**config.mk**
```make
export PLATFORM = sky130hd
export DESIGN_NAME = variable_length_integer_decoder
export DESIGN_NICKNAME = d
export VERILOG_FILES = /design/src/hdl/vlid_pkg.sv /design/src/hdl/vlid_in_stage.sv /design/src/hdl/vlid_core.sv /design/src/hdl/vlid_out_stage.sv /design/src/hdl/variable_length_integer_decoder.sv
export SDC_FILE = /design/constraint.sdc
export NUM_CORES = 1
export LEC_CHECK = 0
export ABC_AREA = 1
export BUFFER_PORTS_ARGS = -buffer_cell sky130_fd_sc_hd__buf_2
export CORE_MARGIN = 2
export CORE_UTILIZATION = 55
export DETAILED_ROUTE_END_ITERATION = 8
export PLACE_DENSITY = 0.77
export SYNTH_ARGS = -nofsm -noshare
export SYNTH_HDL_FRONTEND = slang
export SYNTH_SLANG_ARGS = --single-unit
```
**constraint.sdc**
```tcl
create_clock -name clock -period 8 [get_ports clock]
set_input_delay 1.2 -clock clock [delete_from_list [all_inputs] [get_ports clock]]
set_output_delay 1.2 -clock clock [all_outputs]
set_load 0.02 [all_outputs]
```
**src/hdl/vlid_pkg.sv**
```systemverilog
`default_nettype none
package vlid_pkg;

   // Format codes
   localparam logic [2:0] FMT_LEB128 = 3'd0;
   localparam logic [2:0] FMT_U29    = 3'd1;
   localparam logic [2:0] FMT_LONG   = 3'd2;
   localparam logic [2:0] FMT_FIX16  = 3'd3;
   localparam logic [2:0] FMT_FIX24  = 3'd4;
   localparam logic [2:0] FMT_FIX32  = 3'd5;
   localparam logic [2:0] FMT_FIX64  = 3'd6;

   // Group limits
   localparam logic [3:0] U29_CONT_MAX  = 4'd3;
   localparam logic [3:0] LONG_CONT_MAX = 4'd8;
   localparam logic [3:0] LEB_GROUPS    = 4'd5;
   localparam logic [3:0] COUNT_MAX     = 4'd15;
   localparam logic [63:0] LOW32_MASK   = 64'h0000_0000_FFFF_FFFF;

   // One stream byte with its format code
   typedef struct packed {
      logic [7:0] data_byte;
      logic [2:0] format;
   } item_type;

   // One decoded value
   typedef struct packed {
      logic [63:0] value;
      logic [2:0]  value_format;
      logic [3:0]  byte_count;
   } result_type;

   // Reverse the low bytes of a fixed word, word size given by format
   function automatic logic [63:0] swap_bytes(input logic [63:0] v, input logic [2:0] fmt);
      logic [63:0] r;
      r = '0;
      unique case (fmt)
         FMT_FIX16: r = {48'd0, v[7:0], v[15:8]};
         FMT_FIX24: r = {40'd0, v[7:0], v[15:8], v[23:16]};
         FMT_FIX32: r = {32'd0, v[7:0], v[15:8], v[23:16], v[31:24]};
         default:   r = {v[7:0], v[15:8], v[23:16], v[31:24],
                         v[39:32], v[47:40], v[55:48], v[63:56]};
      endcase
      return r;
   endfunction

endpackage
`default_nettype wire

```
**src/hdl/vlid_in_stage.sv**
```systemverilog
`default_nettype none
module vlid_in_stage (
   input  wire logic              clock,
   input  wire logic              reset,
   input  wire logic              req_valid,
   output logic                   req_ready,
   input  wire vlid_pkg::item_type req_item,
   input  wire logic              advance,
   output logic                   item_valid,
   output vlid_pkg::item_type     item
);
   import vlid_pkg::*;

   logic     valid_ff, valid_in;
   item_type item_ff;

   // Take a new byte when the register is empty or drains this cycle
   assign req_ready = !valid_ff || advance;
   assign valid_in  = req_valid || (valid_ff && !advance);

   always_ff @(posedge clock) begin
      if (reset) begin
         valid_ff <= 1'b0;
      end else begin
         valid_ff <= valid_in;
      end
      if (req_valid && req_ready) begin
         item_ff <= req_item;
      end
   end

   assign item_valid = valid_ff;
   assign item       = item_ff;
endmodule
`default_nettype wire

```
**src/hdl/vlid_core.sv**
```systemverilog
`default_nettype none
module vlid_core (
   input  wire logic               clock,
   input  wire logic               reset,
   input  wire logic               advance,
   input  wire vlid_pkg::item_type item,
   input  wire logic               big_endian,
   output logic                    done,
   output vlid_pkg::result_type    result
);
   import vlid_pkg::*;

   logic        in_value_ff;
   logic [63:0] acc_ff, acc_in;
   logic [3:0]  seen_ff;
   logic [2:0]  held_fmt_ff;

   logic [2:0]  cur_fmt;
   logic [63:0] acc_base;
   logic [3:0]  k, lim, word_len, count;
   logic [5:0]  sh7;
   logic [7:0]  b;
   logic        cont;

   // Start a fresh value when idle
   assign cur_fmt  = in_value_ff ? held_fmt_ff : item.format;
   assign acc_base = in_value_ff ? acc_ff : 64'd0;
   assign k        = in_value_ff ? seen_ff : 4'd0;
   assign b        = item.data_byte;
   assign cont     = b[7];
   assign sh7      = 6'(k) * 6'd7;
   assign lim      = (cur_fmt == FMT_U29) ? U29_CONT_MAX : LONG_CONT_MAX;
   assign count    = (k == COUNT_MAX) ? COUNT_MAX : k + 4'd1;

   always_comb begin
      unique case (cur_fmt)
         FMT_FIX16: word_len = 4'd2;
         FMT_FIX24: word_len = 4'd3;
         FMT_FIX32: word_len = 4'd4;
         default:   word_len = 4'd8;
      endcase
   end

   // Fold the byte into the accumulator
   always_comb begin
      acc_in              = acc_base;
      done                = 1'b0;
      result.value        = '0;
      result.value_format = cur_fmt;
      result.byte_count   = count;
      unique case (cur_fmt)
         FMT_LEB128: begin
            if (k < LEB_GROUPS) begin
               acc_in = acc_base | (({57'd0, b[6:0]} << sh7) & LOW32_MASK);
            end
            done         = !cont;
            result.value = acc_in;
         end
         FMT_U29, FMT_LONG: begin
            if (cont && (k < lim)) begin
               acc_in = {acc_base[56:0], b[6:0]};
            end else if (k < lim) begin
               acc_in = {acc_base[56:0], b[6:0]};
               done   = 1'b1;
            end else begin
               acc_in = {acc_base[55:0], b};
               done   = 1'b1;
            end
            result.value = acc_in;
         end
         FMT_FIX16, FMT_FIX24, FMT_FIX32, FMT_FIX64: begin
            if (k < 4'd8) begin
               acc_in = acc_base | ({56'd0, b} << {k[2:0], 3'b000});
            end
            done         = (count >= word_len);
            result.value = big_endian ? swap_bytes(acc_in, cur_fmt) : acc_in;
         end
         default: begin
            acc_in       = {56'd0, b};
            done         = 1'b1;
            result.value = acc_in;
         end
      endcase
   end

   // Hold value state between bytes; clear it when a value completes
   always_ff @(posedge clock) begin
      if (reset) begin
         in_value_ff <= 1'b0;
      end else if (advance) begin
         in_value_ff <= !done;
      end
      if (advance) begin
         acc_ff      <= acc_in;
         seen_ff     <= count;
         held_fmt_ff <= cur_fmt;
      end
   end
endmodule
`default_nettype wire

```
**src/hdl/vlid_out_stage.sv**
```systemverilog
`default_nettype none
module vlid_out_stage (
   input  wire logic                 clock,
   input  wire logic                 reset,
   input  wire logic                 load,
   input  wire vlid_pkg::result_type result,
   output logic                      space,
   output logic                      rsp_valid,
   input  wire logic                 rsp_ready,
   output vlid_pkg::result_type      rsp_result
);
   import vlid_pkg::*;

   logic       valid_ff;
   result_type result_ff;

   // Room for a result when empty or the current one transfers now
   assign space = !valid_ff || rsp_ready;

   always_ff @(posedge clock) begin
      if (reset) begin
         valid_ff <= 1'b0;
      end else if (load) begin
         valid_ff <= 1'b1;
      end else if (rsp_ready) begin
         valid_ff <= 1'b0;
      end
      if (load) begin
         result_ff <= result;
      end
   end

   assign rsp_valid  = valid_ff;
   assign rsp_result = result_ff;
endmodule
`default_nettype wire

```
**src/hdl/variable_length_integer_decoder.sv**
```systemverilog
`default_nettype none
// Path: input register, then one-pass decode, then result register on rsp.
// Throughput: one byte per cycle unless a finished value waits on rsp_ready; the
// input register, the one-pass decode and the result register each take one item
// per cycle; a byte that completes no value only needs the input register to drain.
// Reset: synchronous, active high; clears all valid flags, drops any partial
// value and sets big_endian to 1.
module variable_length_integer_decoder (
   input  wire logic        clock,
   input  wire logic        reset,
   input  wire logic        req_valid,
   output logic             req_ready,
   input  wire logic [7:0]  req_data_byte,
   input  wire logic [2:0]  req_format,
   output logic             rsp_valid,
   input  wire logic        rsp_ready,
   output logic [63:0]      rsp_value,
   output logic [2:0]       rsp_value_format,
   output logic [3:0]       rsp_byte_count,
   input  wire logic        csr_write_enable,
   input  wire logic        csr_write_data
);
   import vlid_pkg::*;

   logic       big_endian_ff;
   item_type   req_item, item;
   logic       item_valid, advance, done, space;
   result_type result, rsp_result;

   // Configuration register
   always_ff @(posedge clock) begin
      if (reset) begin
         big_endian_ff <= 1'b1;
      end else if (csr_write_enable) begin
         big_endian_ff <= csr_write_data;
      end
   end

   assign req_item.data_byte = req_data_byte;
   assign req_item.format    = req_format;

   // Advance a byte unless it completes a value with no room downstream
   assign advance = item_valid && (!done || space);

   vlid_in_stage u_in (
      .clock      (clock),
      .reset      (reset),
      .req_valid  (req_valid),
      .req_ready  (req_ready),
      .req_item   (req_item),
      .advance    (advance),
      .item_valid (item_valid),
      .item       (item)
   );

   vlid_core u_core (
      .clock      (clock),
      .reset      (reset),
      .advance    (advance),
      .item       (item),
      .big_endian (big_endian_ff),
      .done       (done),
      .result     (result)
   );

   vlid_out_stage u_out (
      .clock      (clock),
      .reset      (reset),
      .load       (advance && done),
      .result     (result),
      .space      (space),
      .rsp_valid  (rsp_valid),
      .rsp_ready  (rsp_ready),
      .rsp_result (rsp_result)
   );

   assign rsp_value        = rsp_result.value;
   assign rsp_value_format = rsp_result.value_format;
   assign rsp_byte_count   = rsp_result.byte_count;
endmodule
`default_nettype wire
```
==> results.py <==
metrics = {
    "status": {
        "outcome": "finished, final reports clean",
    },
    "drt": {
        "postRouteWirelength_mm": 40.6,
        "first_pass_iters": 8,
        "post_drt_wl_per_cell_um": 24.6,
        "drcViolationCount": 0,
        "routed.top_layer": "met5",
        "drt_iter0_markers": 1718,
        "ant_nets": 0,
        "route.met3.wl_mm": 4.74,
        "drt-met1-wl_mm": 15.4,
        "vias_per_cell": 6.62,
        "dr_total_vias": 10900,
        "met2_length_mm": 17.6,
    },
    "timing": {
        "fin_crit_sh_pct": 74.6,
        "drv_slew": 0,
        "fin_setup_tns_ps": 0,
        "fmax_mhz": 168,
        "fin_worst_skew_ps": 15.5,
        "relSlewSlack_pct": 28.4,
        "rsz0062_at_grt": "no",
        "setup_viol": 0,
        "final-hold-violation-count": 0,
        "post-route-min-period_ps": 5970,
        "worstMarginPinSlew_ps": 1070,
    },
    "clocking": {
        "cts_made_buffers": 17,
        "cts_tree": "done",
        "root_buffer": "clkbuf_16",
        "path_clk_slew_ps": 70,
        "hold_buffers": 0,
        "worstSkewPairLatency_ps": 450,
        "postCtsSetupBuffers": 0,
        "h-tree-depth": 4,
        "cts-resized-gates": 0,
        "clock_path_buffers": 2,
        "cts_sinks": 157,
    },
    "logic_synthesis": {
        "synth_edf_count": 153,
        "synth_most_common_cell": "nand2_1",
        "ys_warn_count": 0,
        "yosys.area.top_type_share_pct": 43.4,
        "synth-seq-cells": 157,
        "synth_common_cells": "nand2_1, o21ai_0, edfxtp_1, nand3_1, inv_1",
        "synthTopCellsByArea": "edfxtp_1, nand2_1, o21ai_0",
        "synth_top_area_cell": "edfxtp_1",
        "syn_inst": 1367,
        "ys_seq_area_share_pct": 44.1,
        "ys_async_sr_fraction_pct": 0,
        "synth.distinct_cells": 45,
        "syn_nets": 1403,
        "synth_area_um2": 10600,
        "avgSynthCellArea_um2": 7.75,
        "synth_ff_type": "edfxtp_1",
    },
    "power_and_ir_drop": {
        "ir_drop_mv": 0.179,
        "p_per_area_nw_per_um2": 223,
        "p_leak_nw": 5.07,
    },
    "global_route": {
        "antenna_found_initial": 2,
        "grt_pass1_vias": 10100,
        "grt_overflow": 0,
        "grt_pass1_wl_mm": 60.9,
        "grt_start_max_net_pins": 72,
        "grtUsageTotal_pct": 40.5,
    },
    "setup_path": {
        "cp-start-kind": "flip-flop",
        "cp_max_fo": 61,
        "crit_type": "flip-flop to output port",
        "critPathRequiredTime_ps": 6800,
        "worst_path_max_delay_cell": "dfxtp_2",
        "worstPathArrival_ps": 4770,
        "endpoint_kind": "output port",
        "worstPathCellList": "buf_4 > o21ai_2 > nand3_2 > nand2_2 > ha_1 > a21oi_1 > nand3_1 > a21oi_1 > nand2_1 > nand3_1 > buf_2",
        "slowest_delay_ps": 900,
    },
    "floorplanning": {
        "rows": 50,
        "die_width_um": 143,
        "initial_core_util_pct": 56.4,
        "die_h_um": 143,
        "io_pins": 90,
        "die_area_um2": 20400,
        "core_area_um2": 18800,
    },
    "finish": {
        "regArea_um2": 4680,
        "multi_input_area_um2": 5080,
        "area_growth_pct": 9.90,
        "drive_gt1_share_pct": 11.8,
        "diodes": 0,
        "finish.instance_area_um2": 11600,
        "final_nets": 1442,
        "utilization_pct": 62.0,
        "final_cells": 1653,
        "nFillCells": 1759,
    },
    "flow_run": {
        "maxCapViolations": 0,
    },
    "place": {
        "port_buffers": 89,
        "hpwl_mm": 29.0,
        "place_congestion": 1.07,
        "dp.cells": 1621,
        "postPlaceCellArea_um2": 11100,
    },
    "min_path": {
        "hp-class": "flip-flop to flip-flop",
    },
}
-- sequential cells by signal, summed over array words and instances, names as in the netlist --
signal	cells
big_endian_ff	1
u_core.acc_ff	64
u_core.held_fmt_ff	3
u_core.in_value_ff	1
u_core.seen_ff	4
u_in.item	11
u_in.item_valid	1
u_out.rsp_result	71
u_out.rsp_valid	1
-- where the power goes --
part	switching (mW)	total (mW)	internal (mW)
registers	0.0253	1.02	0.999
clock network	0.391	0.830	0.440
logic	0.563	0.742	0.179
total	0.979	2.60	1.62
-- cell usage in the layout, fill, tap and decap left out, types with 2 or more instances in the layout --
cell	netlist	final
buf_2	23	89
clkinv_1	2	3
ha_1	15	15
o21ai_2	2	2
o221ai_1	20	20
a31oi_1	7	7
clkinv_4	0	3
o21ai_1	45	45
o2111ai_1	5	5
fa_1	4	4
nand2_2	8	8
nor2_1	97	97
inv_2	7	8
o31ai_1	2	2
clkbuf_16	0	17
buf_4	4	12
o21ai_0	154	154
a21oi_1	56	56
inv_1	118	117
nand2_4	3	3
o211ai_1	30	30
nand3b_1	40	40
inv_8	0	3
inv_6	0	5
nor3_1	4	4
clkinvlp_4	0	2
edfxtp_1	153	153
nor2_2	5	5
dfxtp_2	0	2
nand2_1	343	343
nor2_4	2	2
o22ai_1	9	9
nand4_1	12	12
nand3_1	127	127
dfxtp_1	4	2
-- worst max-delay path: cells and delay by family (launching register included) --
kind            cells  cell delay [ps]
simple gates        5             1610
buf+inv             2              750
compound gates      3              450
flops               1              900
fa+ha+maj           1              600
-- per-stage QoR --
stage                     worst slack (ps)  total power [mW]  hold slack [ps]
after global routing                  1720              2.68              580
after CTS                             2120              2.56              549
after detailed placement              2510              1.75              534
after global placement                2630              1.74              539
after floorplan                       1650              1.53              499
final                                 2030              2.60              545
-- cells by family (layout without fill, tap and decap cells) --
kind of cell	Yosys count	in the layout	synth area share [%]
buf+inv	208	260	8.01
fa+ha+maj	19	19	2.53
flops	157	157	44.1
compound gates	334	334	17.9
xor+xnor	2	2	0.165
mux	1	1	0.0945
simple gates	646	646	27.2
-- final cells by class --
cell class	count	share of cell area, %
clock buffers	17	3.66
clock inverters	15	1.31
inverters	127	4.10
multi-input cells	1002	43.6
flip-flops and latches	157	40.2
well taps	234	2.52
repair buffers	101	4.60
-- path summary, 6_finish.rpt --
kind         cells after the start          startpoint  slack (ps)                    to
max                             11  u_core.in_value_ff        2030             req_ready
min                              2     u_out.rsp_valid         550       u_out.rsp_valid
max reg2reg                     12  u_core.in_value_ff        2430  u_out.rsp_result[15]
min reg2reg                      2     u_out.rsp_valid         550       u_out.rsp_valid
-- per-layer routing --
| layer | GRT usage, % | up-vias |
|---|---|---|
| li1 | - | 4827 |
| met1 | 54.2 | 4999 |
| met2 | 60.8 | 900 |
| met3 | 8.89 | 210 |
| met4 | 23.8 | 4 |
| met5 | 0 | - |
(Power assumes the default switching activity.)
